==> src/rtl/core/ffr_pkg.sv <==
// Package for the framed file receiver: result record, phase and kind codes,
// frame constants and result queue sizing. No dependencies.
package ffr_pkg;

  localparam logic [31:0] SYNC_WORD  = 32'h4649_534B;
  localparam logic [7:0]  PAD_CHAR   = 8'h20;
  localparam logic [7:0]  DOT_CHAR   = 8'h2E;
  localparam int unsigned LEN_BYTES  = 4;
  localparam int unsigned BASE_BYTES = 8;
  localparam int unsigned NAME_BYTES = 11;

  // Result queue: two free entries are needed before a byte may be processed.
  localparam int unsigned QDepth = 4;
  localparam int unsigned QAw    = $clog2(QDepth);
  localparam int unsigned QCw    = $clog2(QDepth + 1);

  typedef enum logic [1:0] {
    PH_HUNT = 2'd0,
    PH_LEN  = 2'd1,
    PH_NAME = 2'd2,
    PH_DATA = 2'd3
  } phase_e;

  typedef enum logic [1:0] {
    KIND_CHAR      = 2'd0,
    KIND_PAYLOAD   = 2'd1,
    KIND_NAME_DONE = 2'd2
  } kind_e;

  typedef struct packed {
    kind_e       kind;
    logic [7:0]  data;
    logic [31:0] offset;
    logic        last_of_run;
    logic        end_of_frame;
  } res_t;

  // Results caused by one byte, up to two, in delivery order.
  typedef struct packed {
    logic [1:0] count;
    res_t       r1;
    res_t       r0;
  } res_grp_t;

endpackage

==> src/rtl/core/ffr_frame_ctrl.sv <==
// Frame parser: sync hunt, length, name formatting and payload numbering.
// Holds the frame state; depends on ffr_pkg.
module ffr_frame_ctrl (
  input  logic            clk_i,
  input  logic            rst_ni,
  input  logic            fire_i,
  input  logic [7:0]      byte_i,
  output ffr_pkg::res_grp_t res_o
);
  import ffr_pkg::*;

  logic [31:0] sync_shift_q, sync_shift_d;
  phase_e      phase_q, phase_d;
  logic [31:0] field_count_q, field_count_d;
  logic [31:0] payload_length_q, payload_length_d;
  logic        base_stopped_q, base_stopped_d;
  logic        ext_stopped_q, ext_stopped_d;
  logic [3:0]  name_out_pos_q, name_out_pos_d;

  res_t        r0, r1;
  logic [1:0]  n;
  logic        in_base;
  logic        stopped;
  logic [32:0] fc_p1;

  assign in_base = field_count_q < 32'(BASE_BYTES);
  assign stopped = in_base ? base_stopped_q : ext_stopped_q;
  assign fc_p1   = {1'b0, field_count_q} + 33'd1;

  always_comb begin
    sync_shift_d     = sync_shift_q;
    phase_d          = phase_q;
    field_count_d    = field_count_q;
    payload_length_d = payload_length_q;
    base_stopped_d   = base_stopped_q;
    ext_stopped_d    = ext_stopped_q;
    name_out_pos_d   = name_out_pos_q;
    r0 = '0;
    r1 = '0;
    n  = 2'd0;

    unique case (phase_q)
      PH_HUNT: begin
        sync_shift_d = {sync_shift_q[23:0], byte_i};
        if ({sync_shift_q[23:0], byte_i} == SYNC_WORD) begin
          phase_d          = PH_LEN;
          field_count_d    = '0;
          payload_length_d = '0;
        end
      end
      PH_LEN: begin
        payload_length_d = {payload_length_q[23:0], byte_i};
        field_count_d    = fc_p1[31:0];
        if (fc_p1 >= 33'(LEN_BYTES)) begin
          phase_d        = PH_NAME;
          field_count_d  = '0;
          base_stopped_d = 1'b0;
          ext_stopped_d  = 1'b0;
          name_out_pos_d = '0;
        end
      end
      PH_NAME: begin
        if (!stopped) begin
          if (byte_i == PAD_CHAR) begin
            if (in_base) base_stopped_d = 1'b1;
            else         ext_stopped_d  = 1'b1;
          end else begin
            r0.kind        = KIND_CHAR;
            r0.data        = byte_i;
            r0.offset      = {28'd0, name_out_pos_d};
            n              = 2'd1;
            name_out_pos_d = name_out_pos_d + 4'd1;
          end
        end
        // The last base byte is always followed by the dot.
        if (field_count_q == 32'(BASE_BYTES - 1)) begin
          if (n == 2'd0) begin
            r0.kind   = KIND_CHAR;
            r0.data   = DOT_CHAR;
            r0.offset = {28'd0, name_out_pos_d};
          end else begin
            r1.kind   = KIND_CHAR;
            r1.data   = DOT_CHAR;
            r1.offset = {28'd0, name_out_pos_d};
          end
          n              = n + 2'd1;
          name_out_pos_d = name_out_pos_d + 4'd1;
        end
        if (field_count_q >= 32'(NAME_BYTES - 1)) begin
          if (n == 2'd0) begin
            r0.kind         = KIND_NAME_DONE;
            r0.data         = {4'd0, name_out_pos_d};
            r0.end_of_frame = payload_length_q == '0;
          end else begin
            r1.kind         = KIND_NAME_DONE;
            r1.data         = {4'd0, name_out_pos_d};
            r1.end_of_frame = payload_length_q == '0;
          end
          n             = n + 2'd1;
          field_count_d = '0;
          if (payload_length_q == '0) begin
            sync_shift_d = '0;
            phase_d      = PH_HUNT;
          end else begin
            phase_d = PH_DATA;
          end
        end else begin
          field_count_d = fc_p1[31:0];
        end
      end
      PH_DATA: begin
        r0.kind   = KIND_PAYLOAD;
        r0.data   = byte_i;
        r0.offset = field_count_q;
        n         = 2'd1;
        if (fc_p1 == {1'b0, payload_length_q}) begin
          r0.end_of_frame = 1'b1;
          sync_shift_d    = '0;
          phase_d         = PH_HUNT;
          field_count_d   = '0;
        end else begin
          field_count_d = fc_p1[31:0];
        end
      end
    endcase

    if (n == 2'd1) r0.last_of_run = 1'b1;
    if (n == 2'd2) r1.last_of_run = 1'b1;
  end

  assign res_o.count = n;
  assign res_o.r0    = r0;
  assign res_o.r1    = r1;

  always_ff @(posedge clk_i or negedge rst_ni) begin
    if (!rst_ni) begin
      sync_shift_q     <= '0;
      phase_q          <= PH_HUNT;
      field_count_q    <= '0;
      payload_length_q <= '0;
      base_stopped_q   <= 1'b0;
      ext_stopped_q    <= 1'b0;
      name_out_pos_q   <= '0;
    end else if (fire_i) begin
      sync_shift_q     <= sync_shift_d;
      phase_q          <= phase_d;
      field_count_q    <= field_count_d;
      payload_length_q <= payload_length_d;
      base_stopped_q   <= base_stopped_d;
      ext_stopped_q    <= ext_stopped_d;
      name_out_pos_q   <= name_out_pos_d;
    end
  end

`ifndef NO_ASSERTIONS
  a_len_count: assert property (@(posedge clk_i) disable iff (!rst_ni)
    phase_q == PH_LEN |-> field_count_q < 32'(LEN_BYTES))
    else $error("length byte count out of range");
  a_pair_in_name: assert property (@(posedge clk_i) disable iff (!rst_ni)
    fire_i && res_o.count == 2'd2 |-> phase_q == PH_NAME)
    else $error("two results outside the name field");
`endif

endmodule

==> src/rtl/core/ffr_res_queue.sv <==
// Result queue: takes zero to two results per cycle, delivers one per beat.
// Depends on ffr_pkg.
module ffr_res_queue (
  input  logic              clk_i,
  input  logic              rst_ni,
  input  logic              push_i,
  input  ffr_pkg::res_grp_t grp_i,
  output logic              room_o,
  output logic              valid_o,
  input  logic              ready_i,
  output ffr_pkg::res_t     head_o
);
  import ffr_pkg::*;

  res_t            mem_q [QDepth];
  logic [QAw-1:0]  wr_ptr_q, rd_ptr_q;
  logic [QCw-1:0]  count_q;
  logic [1:0]      push_n;
  logic            pop;

  assign push_n  = push_i ? grp_i.count : 2'd0;
  assign pop     = valid_o && ready_i;
  assign valid_o = count_q != '0;
  assign room_o  = count_q <= QCw'(QDepth - 2);
  assign head_o  = mem_q[rd_ptr_q];

  always_ff @(posedge clk_i) begin
    if (push_n != 2'd0) mem_q[wr_ptr_q] <= grp_i.r0;
    if (push_n == 2'd2) mem_q[wr_ptr_q + QAw'(1)] <= grp_i.r1;
  end

  always_ff @(posedge clk_i or negedge rst_ni) begin
    if (!rst_ni) begin
      wr_ptr_q <= '0;
      rd_ptr_q <= '0;
      count_q  <= '0;
    end else begin
      wr_ptr_q <= wr_ptr_q + QAw'(push_n);
      if (pop) rd_ptr_q <= rd_ptr_q + QAw'(1);
      count_q <= count_q + QCw'(push_n) - QCw'(pop);
    end
  end

`ifndef NO_ASSERTIONS
  a_no_overflow: assert property (@(posedge clk_i) disable iff (!rst_ni)
    push_n != 2'd0 |-> count_q <= QCw'(QDepth - 2))
    else $error("result queue pushed without room");
  a_count_bound: assert property (@(posedge clk_i) disable iff (!rst_ni)
    count_q <= QCw'(QDepth))
    else $error("result queue count beyond depth");
`endif

endmodule

==> src/rtl/core/file_frame_receiver_core.sv <==
// Top level of the framed file receiver: input byte register, frame parser
// and result queue. Depends on ffr_pkg, ffr_frame_ctrl and ffr_res_queue.
//
//  Channel  Dir  tdata                              tuser                  tlast
//  s_*      in   [7:0] rx_byte                      -                      -
//  m_*      out  [7:0] data, [39:8] offset          [1:0] kind,            end_of_frame
//                                                   [2] last_of_run
//
// A received byte is registered on its beat and parsed once the queue has
// room; parsing writes its zero, one or two results into a four-entry result queue.
// One byte is taken per cycle while the queue has two free entries; the
// output side delivers one result per beat, so name bytes that give two
// results cost two output beats. A result passes through the input byte
// register and the result queue. Reset (asynchronous, active low) returns
// the parser to the sync hunt with an empty queue. A stall on the output
// side fills the queue and then holds the input side off; nothing is dropped.
module file_frame_receiver_core (
  input  logic        clk_i,
  input  logic        rst_ni,
  // Input bytes: [7:0] rx_byte.
  input  logic        s_tvalid_i,
  output logic        s_tready_o,
  input  logic [7:0]  s_tdata_i,
  // Results.
  output logic        m_tvalid_o,
  input  logic        m_tready_i,
  output logic [39:0] m_tdata_o,  // [7:0] data, [39:8] offset
  output logic [2:0]  m_tuser_o,  // [1:0] kind, [2] last_of_run
  output logic        m_tlast_o   // end_of_frame
);
  import ffr_pkg::*;

  logic       in_valid_q, in_valid_d;
  logic [7:0] in_byte_q;
  logic       room;
  logic       fire;
  res_grp_t   grp;
  res_t       head;

  // A held byte moves on when the queue can absorb its worst case.
  assign fire       = in_valid_q && room;
  assign s_tready_o = !in_valid_q || room;

  always_comb begin
    in_valid_d = in_valid_q;
    if (s_tvalid_i && s_tready_o) begin
      in_valid_d = 1'b1;
    end else if (fire) begin
      in_valid_d = 1'b0;
    end
  end

  always_ff @(posedge clk_i or negedge rst_ni) begin
    if (!rst_ni) begin
      in_valid_q <= 1'b0;
    end else begin
      in_valid_q <= in_valid_d;
    end
  end

  always_ff @(posedge clk_i) begin
    if (s_tvalid_i && s_tready_o) in_byte_q <= s_tdata_i;
  end

  ffr_frame_ctrl u_frame_ctrl (
    .clk_i  (clk_i),
    .rst_ni (rst_ni),
    .fire_i (fire),
    .byte_i (in_byte_q),
    .res_o  (grp)
  );

  ffr_res_queue u_res_queue (
    .clk_i   (clk_i),
    .rst_ni  (rst_ni),
    .push_i  (fire),
    .grp_i   (grp),
    .room_o  (room),
    .valid_o (m_tvalid_o),
    .ready_i (m_tready_i),
    .head_o  (head)
  );

  assign m_tdata_o = {head.offset, head.data};
  assign m_tuser_o = {head.last_of_run, head.kind};
  assign m_tlast_o = head.end_of_frame;

`ifndef NO_ASSERTIONS
  a_eof_ends_run: assert property (@(posedge clk_i) disable iff (!rst_ni)
    m_tvalid_o && m_tlast_o |-> m_tuser_o[2])
    else $error("end of frame not on the last result of its byte");
`endif

endmodule
==> config.mk <==
export PLATFORM = sky130hd
export DESIGN_NAME = file_frame_receiver_core
export DESIGN_NICKNAME = d
export VERILOG_FILES = /design/src/rtl/core/ffr_pkg.sv /design/src/rtl/core/ffr_frame_ctrl.sv /design/src/rtl/core/ffr_res_queue.sv /design/src/rtl/core/file_frame_receiver_core.sv
export SDC_FILE = /design/constraint.sdc
export NUM_CORES = 1
export LEC_CHECK = 0
export BUFFER_PORTS_ARGS = -buffer_cell sky130_fd_sc_hd__buf_2
export CAP_MARGIN = 20
export CORE_MARGIN = 2
export CORE_UTILIZATION = 60
export DETAILED_ROUTE_END_ITERATION = 16
export PLACE_DENSITY = 0.86
export SLEW_MARGIN = 20
export SYNTH_ARGS = -nofsm -noshare
export SYNTH_HDL_FRONTEND = slang
export SYNTH_HIERARCHICAL = 1
export SYNTH_SLANG_ARGS = --single-unit
==> constraint.sdc <==
create_clock -name clk_i -period 6.31 [get_ports clk_i]
set_input_delay 0 -clock clk_i [delete_from_list [all_inputs] [get_ports clk_i]]
set_output_delay 0 -clock clk_i [all_outputs]
set_load 0.05 [all_outputs]
# Word level (Yosys, flattened, before mapping)
# Memories as Yosys holds them, arrays and structs flattened.
# Cells that the tools add are included.
# op_classes
n_addsub,10
magnitude_cmp,4
n_eq_ne,19
n_mux,67
n_reduce_logical,22
# ops
cell,n
two-way mux 42 bit,5
two-way mux 32 bit,4
one-hot mux 32 bit (4 select lines),1
one-hot mux 42 bit (2 select lines),1
two-way mux 24 bit,3
one-hot mux 24 bit (3 select lines),1
one-hot mux 32 bit (2 select lines),1
two-way mux 10 bit,4
two-way mux 40 bit,1
two-way mux 38 bit,1
adder 32 x 1 -> 33 bit (second input constant),1
equality test 33 x 32 -> 1 bit,1
>= comparator 33 x 3 -> 1 bit (second input constant),1
equality test 32 x 3 -> 1 bit (second input constant),1
equality test 32 x 31 -> 1 bit (second input constant),1
>= comparator 32 x 4 -> 1 bit (second input constant),1
zero test 32 bit,1
less-than comparator 32 x 4 -> 1 bit (second input constant),1
two-way mux 1 bit,23
two-way mux 2 bit,11
two-way mux 4 bit,5
!= test 2 x 1 -> 1 bit (second input constant),7
AND reduction 6 bit,2
AND reduction 5 bit,2
22 further kinds,42
# totals
ff_bits,112
ramBits,176
inputBits,12
out_inout_bits,46
n_memories,1
# mem_list
name,depth,width,read_ports,rd_clocked_by_memory_dff,write_ports,line_no,rtl
u_res_queue.mem_q,4,44,1,0,2,ffr_res_queue.sv:15,res_t mem_q [QDepth];

# Longest topological paths before layout
# depth
ltp_word,14
mapped_depth,19
depth_no_buf,16

# Cells and area by module
# Netlist, hierarchy kept.
# by_module_without_submodules
module,instances,cells_per_inst,area_each_um2,seq_area_each_um2
ffr_res_queue,1,472,9029.9,5460.2
ffr_frame_ctrl,1,957,8091.5,2402.3
file_frame_receiver_core,1,13,300.3,265.3

# Worst setup path after synthesis
# OpenSTA, ideal clock, no wires.
# synth_timing
path_kind,reg-to-reg
startpoint,register u_frame_ctrl.field_count_q[30]
endpoint,"memory u_res_queue/mem_q[1][0] (netlist bit), enable pin"
setup_time_ns,0.445
t_arrival_ns,4.983
required_ns,5.865
setup_slack_ns,0.881
path_stages_with_launch,17
path_buffers,3
cell_sequence,dfrtp_1 clkbuf_1 nor4_1 nand4_1 o31ai_1 nor2b_1 clkbuf_1 and2_1 clkbuf_1 inv_1 ha_1 nand2_1 o21ai_0 nor2_1 mux2_2 nand2_1 nor2_1
# synth_lines
element,line_no,rtl
start: declaration,ffr_frame_ctrl.sv:14,"logic [31:0] field_count_q, field_count_d;"
start signal: assignment,ffr_frame_ctrl.sv:147,field_count_q <= field_count_d;
end: declaration,ffr_res_queue.sv:15,

==> impl_metrics.yaml <==
outcome:
  status: "completed"
place:
  dp_hpwl_mm: 33.2
  place_ws_ns: 1.10
  portBuffers: 57
  dpl-instance-area_sq_um: 17800
  place.gp.congestion: 0.995
power_and_ir_drop:
  combPwrFrac_pct: 28.1
  p_total_uw: 5470
  seqPwrFrac_pct: 40.3
  powerDensity_nw_per_um2: 291
  p_switching_uw: 1820
  p_int_uw: 3650
  p_leak_uw: 0.00744
  p_sw_share_pct: 33.3
  power_frac_clock_pct: 31.5
  vdd_drop_max_uv: 214
yosys:
  syn_inst: 1442
  yosysSeqAreaShare_pct: 46.7
  synth_flop_cell: "edfxtp_1"
  synthesis.area_sq_um: 17400
  synth_cell_types: 96
  async_flop_share_pct: 36.1
  synth_area_per_cell_sq_um: 12.1
  synth-seq-cells: 288
  yosysWarnings: 6
  synth_edf_count: 184
layout:
  drive_above_1_share_pct: 28.6
  nets: 1480
  stdcell_area_sq_um: 18800
  syn2layout_area_growth_pct: 8.11
  antenna_cells: 0
timing:
  setup_tns_ns: 0
  hold_viol: 0
  whs_ns: 0.0198
  finalCriticalPeriod_ns: 5.40
  finalWorstSetupSlack_ns: 0.914
  slew_viol_final: 0
  rsz0062_at_grt: "false"
  max_slew_margin_pct: 19.7
  setup_viol: 0
  finClkSkew_ns: 0.0232
  worst_slew_pin_slew_ns: 1.19
  fmax_mhz: 185
  fin_crit_sh_pct: 85.5
worst_setup_path:
  r2r_end: "u_res_queue/mem_q[1][29]"
  worstPathMaxFanout: 44
  reg2reg_from: "u_frame_ctrl/field_count_q[22]"
  r2r_cells: 14
  arrival_ns: 5.71
  required_ns: 6.62
  endpoint_kind: "flip-flop"
  rrSetupSlack_ns: 0.91
  crit_type: "reg2reg"
  worstSetupStartpointType: "flip-flop"
routing:
  drt-total-wl_mm: 50.1
  detail-route-antenna-nets: 0
  drt_iter0_drc: 1602
  via_per_inst: 6.90
  drc: 0
  wire_per_inst_microns: 26.9
  vias: 12900
  first_pass_iters: 8
clocking:
  cts_buffers: 30
  cts_resized: 0
  cts_tree: "done"
  clk_path_buf_depth: 3
  clock-sinks: 288
  cts.clk_slew.worst_paths_ns: 0.07
  clk_latency_ns: 0.58
  post-cts-setup-buffer-count: 0
  h-tree-depth: 1
  cts-root-buf: "clkbuf_16"
global_routing:
  grt_pass1_wl_mm: 77.1
  antenna_found_initial: 0
  grt_pass1_vias: 12600
  globalRoute.totalOverflow: 0
  grt_util_all_layers_pct: 32.8
  grt_max_degree: 70
worst_hold_path:
  worstHoldPathType: "in2async"
floorplan:
  fp.dieArea_sq_um: 30400
  coreArea_sq_um: 28600
  die_h_microns: 174
  rows: 62
  start_util_pct: 60.9
  fp.dieW_microns: 174
  io_pins: 58
run:
  maxCapViolations: 0
[how the worst max path moves through the flow]
| stage | startpoint | to | slack (ns) | depth (start not counted) |
|---|---|---|---|---|
| final | u_frame_ctrl/field_count_q[22] | u_res_queue/mem_q[1][29] | 0.91 | 14 |
| after global routing | u_frame_ctrl/field_count_q[22] | u_res_queue/mem_q[1][29] | 0.58 | 14 |
| after CTS | u_frame_ctrl/field_count_q[22] | u_res_queue/mem_q[1][29] | 1.06 | 14 |
| after detailed placement | u_frame_ctrl/field_count_q[22] | u_res_queue/mem_q[1][24] | 1.10 | 14 |
| after global placement | u_frame_ctrl/field_count_q[22] | u_res_queue/mem_q[1][23] | 1.25 | 14 |
| after floorplan | u_frame_ctrl/field_count_q[30] | u_res_queue/mem_q[1][0] | 0.88 | 16 |
[power groups by stage]
stage	Clock, uW	Sequential, uW	Combinational (uW)
after detailed placement	0	2240	1530
after CTS	1740	2210	1540
after global placement	0	2240	1500
after floorplan	0	2200	1290
final	1730	2210	1540
after global routing	1810	2220	1620
[cells in the mapped netlist (34+ instances only)]
library cell  count  share of area (%)
edfxtp_1        184                 32
mux2_2          141                9.1
dfrtp_1         104                 15
nand2_1          71                1.5
nor2_1           62                1.3
mux2_4           60                5.2
buf_2            50                1.4
clkbuf_1         49                1.1
nand3_1          49                1.4
mux4_2           44                5.7
o21ai_0          42                1.2
buf_4            37                1.6
nand4_1          37                1.3
a22o_1           35                1.8
nor3_1           35                1.0
a21oi_1          34               0.98
[critical path, stage by stage, from the launching register on]
cell	delay, ns
dfrtp_1	0.54
nor4_1	0.36
nand4_1	0.33
o31ai_1	0.38
nor2b_1	0.47
and2_1	0.36
inv_1	0.13
ha_1	0.25
nand2_1	0.19
o21ai_0	0.18
nor2_1	0.34
nand3b_2	0.27
or3_2	0.47
buf_4	0.37
mux2_4	0.42
[metal layers]
metal	share of wire [%]	vias up	track usage (%)
li1	-	5517	-
met1	40	6426	46.2
met2	47	788	52.8
met3	9.2	135	4.51
met4	3.7	0	11.1
met5	0	-	0
[layout make-up]
type / instances / area (sq um)
multi-input cells: 1012 / 8560
well taps: 384 / 480
repair buffers: 97 / 616
flip-flops and latches: 288 / 8130
clock inverters: 23 / 184
inverters: 27 / 101
clock buffers: 33 / 762
fillers: 1972 / 9790
[metrics by stage]
stage | std cells | utilization (%)
floorplan | 1473 | -
global placement | 1797 | 62.1
detailed placement | 1797 | 62.1
CTS | 1864 | 65.8
global route | 1864 | 65.8
finish | 1864 | 65.8
[state kept, by name, summed over array words and instances (netlist names)]
name and flops:
u_res_queue/mem_q 176, u_frame_ctrl/field_count_q 32, u_frame_ctrl/payload_length_q 32, u_frame_ctrl/sync_shift_q 24, in_byte_q 8, u_frame_ctrl/name_out_pos_q 4
u_res_queue/count_q 3, u_frame_ctrl/phase_q 2, u_res_queue/rd_ptr_q 2, u_res_queue/wr_ptr_q 2, in_valid_q 1, u_frame_ctrl/base_stopped_q 1
u_frame_ctrl/ext_stopped_q 1
[timing repair]
| item | in CTS | in global routing |
|---|---|---|
| hold buffers | 11 | 0 |
| setup endpoints to repair | 0 | 0 |
| endpoints found under the hold margin | 54 | 0 |
[cell usage in the layout, fill, tap and decap left out, types with 6 or more instances in the layout]
cell type and instances:
clkbuf_16 30, nor3_1 35, clkinv_2 6, a31oi_1 6
xnor2_1 33, a211oi_1 8, and2_1 13, nand2_1 71
nand2b_1 11, mux2i_1 6, mux2_2 141, nand3_1 49
mux4_2 44, edfxtp_1 184, nor2_1 60, nor4_1 30
xor2_1 20, buf_2 56, dfrtp_1 101, a2111oi_0 12
clkinv_1 10, nand4_1 37, buf_4 30, ha_1 11
o31ai_1 19, mux2_4 60, o21ai_0 42, a22o_1 35
and4_1 9, dlygate4sd3_1 11, o21a_1 6, nor2b_1 28
and3_1 29, a21oi_1 34, inv_1 24, conb_1 32
[kinds of logic (layout without fill, tap and decap cells)]
kind of cell               after synthesis  count (layout)  synth area share [%]
DFF                                    288             288                  46.7
and+or+nand+nor                        434             434                  14.5
xor gates and xnor gates                55              55                  2.93
other                                    1              32                0.0215
adders and majority gates               12              12                 0.905
buffers and inverters                  173             180                  5.29
AOI/OAI and AO/OA                      225             225                  9.24
muxes                                  254             254                  20.5
Note: power is estimated with default switching activity, not from simulation.
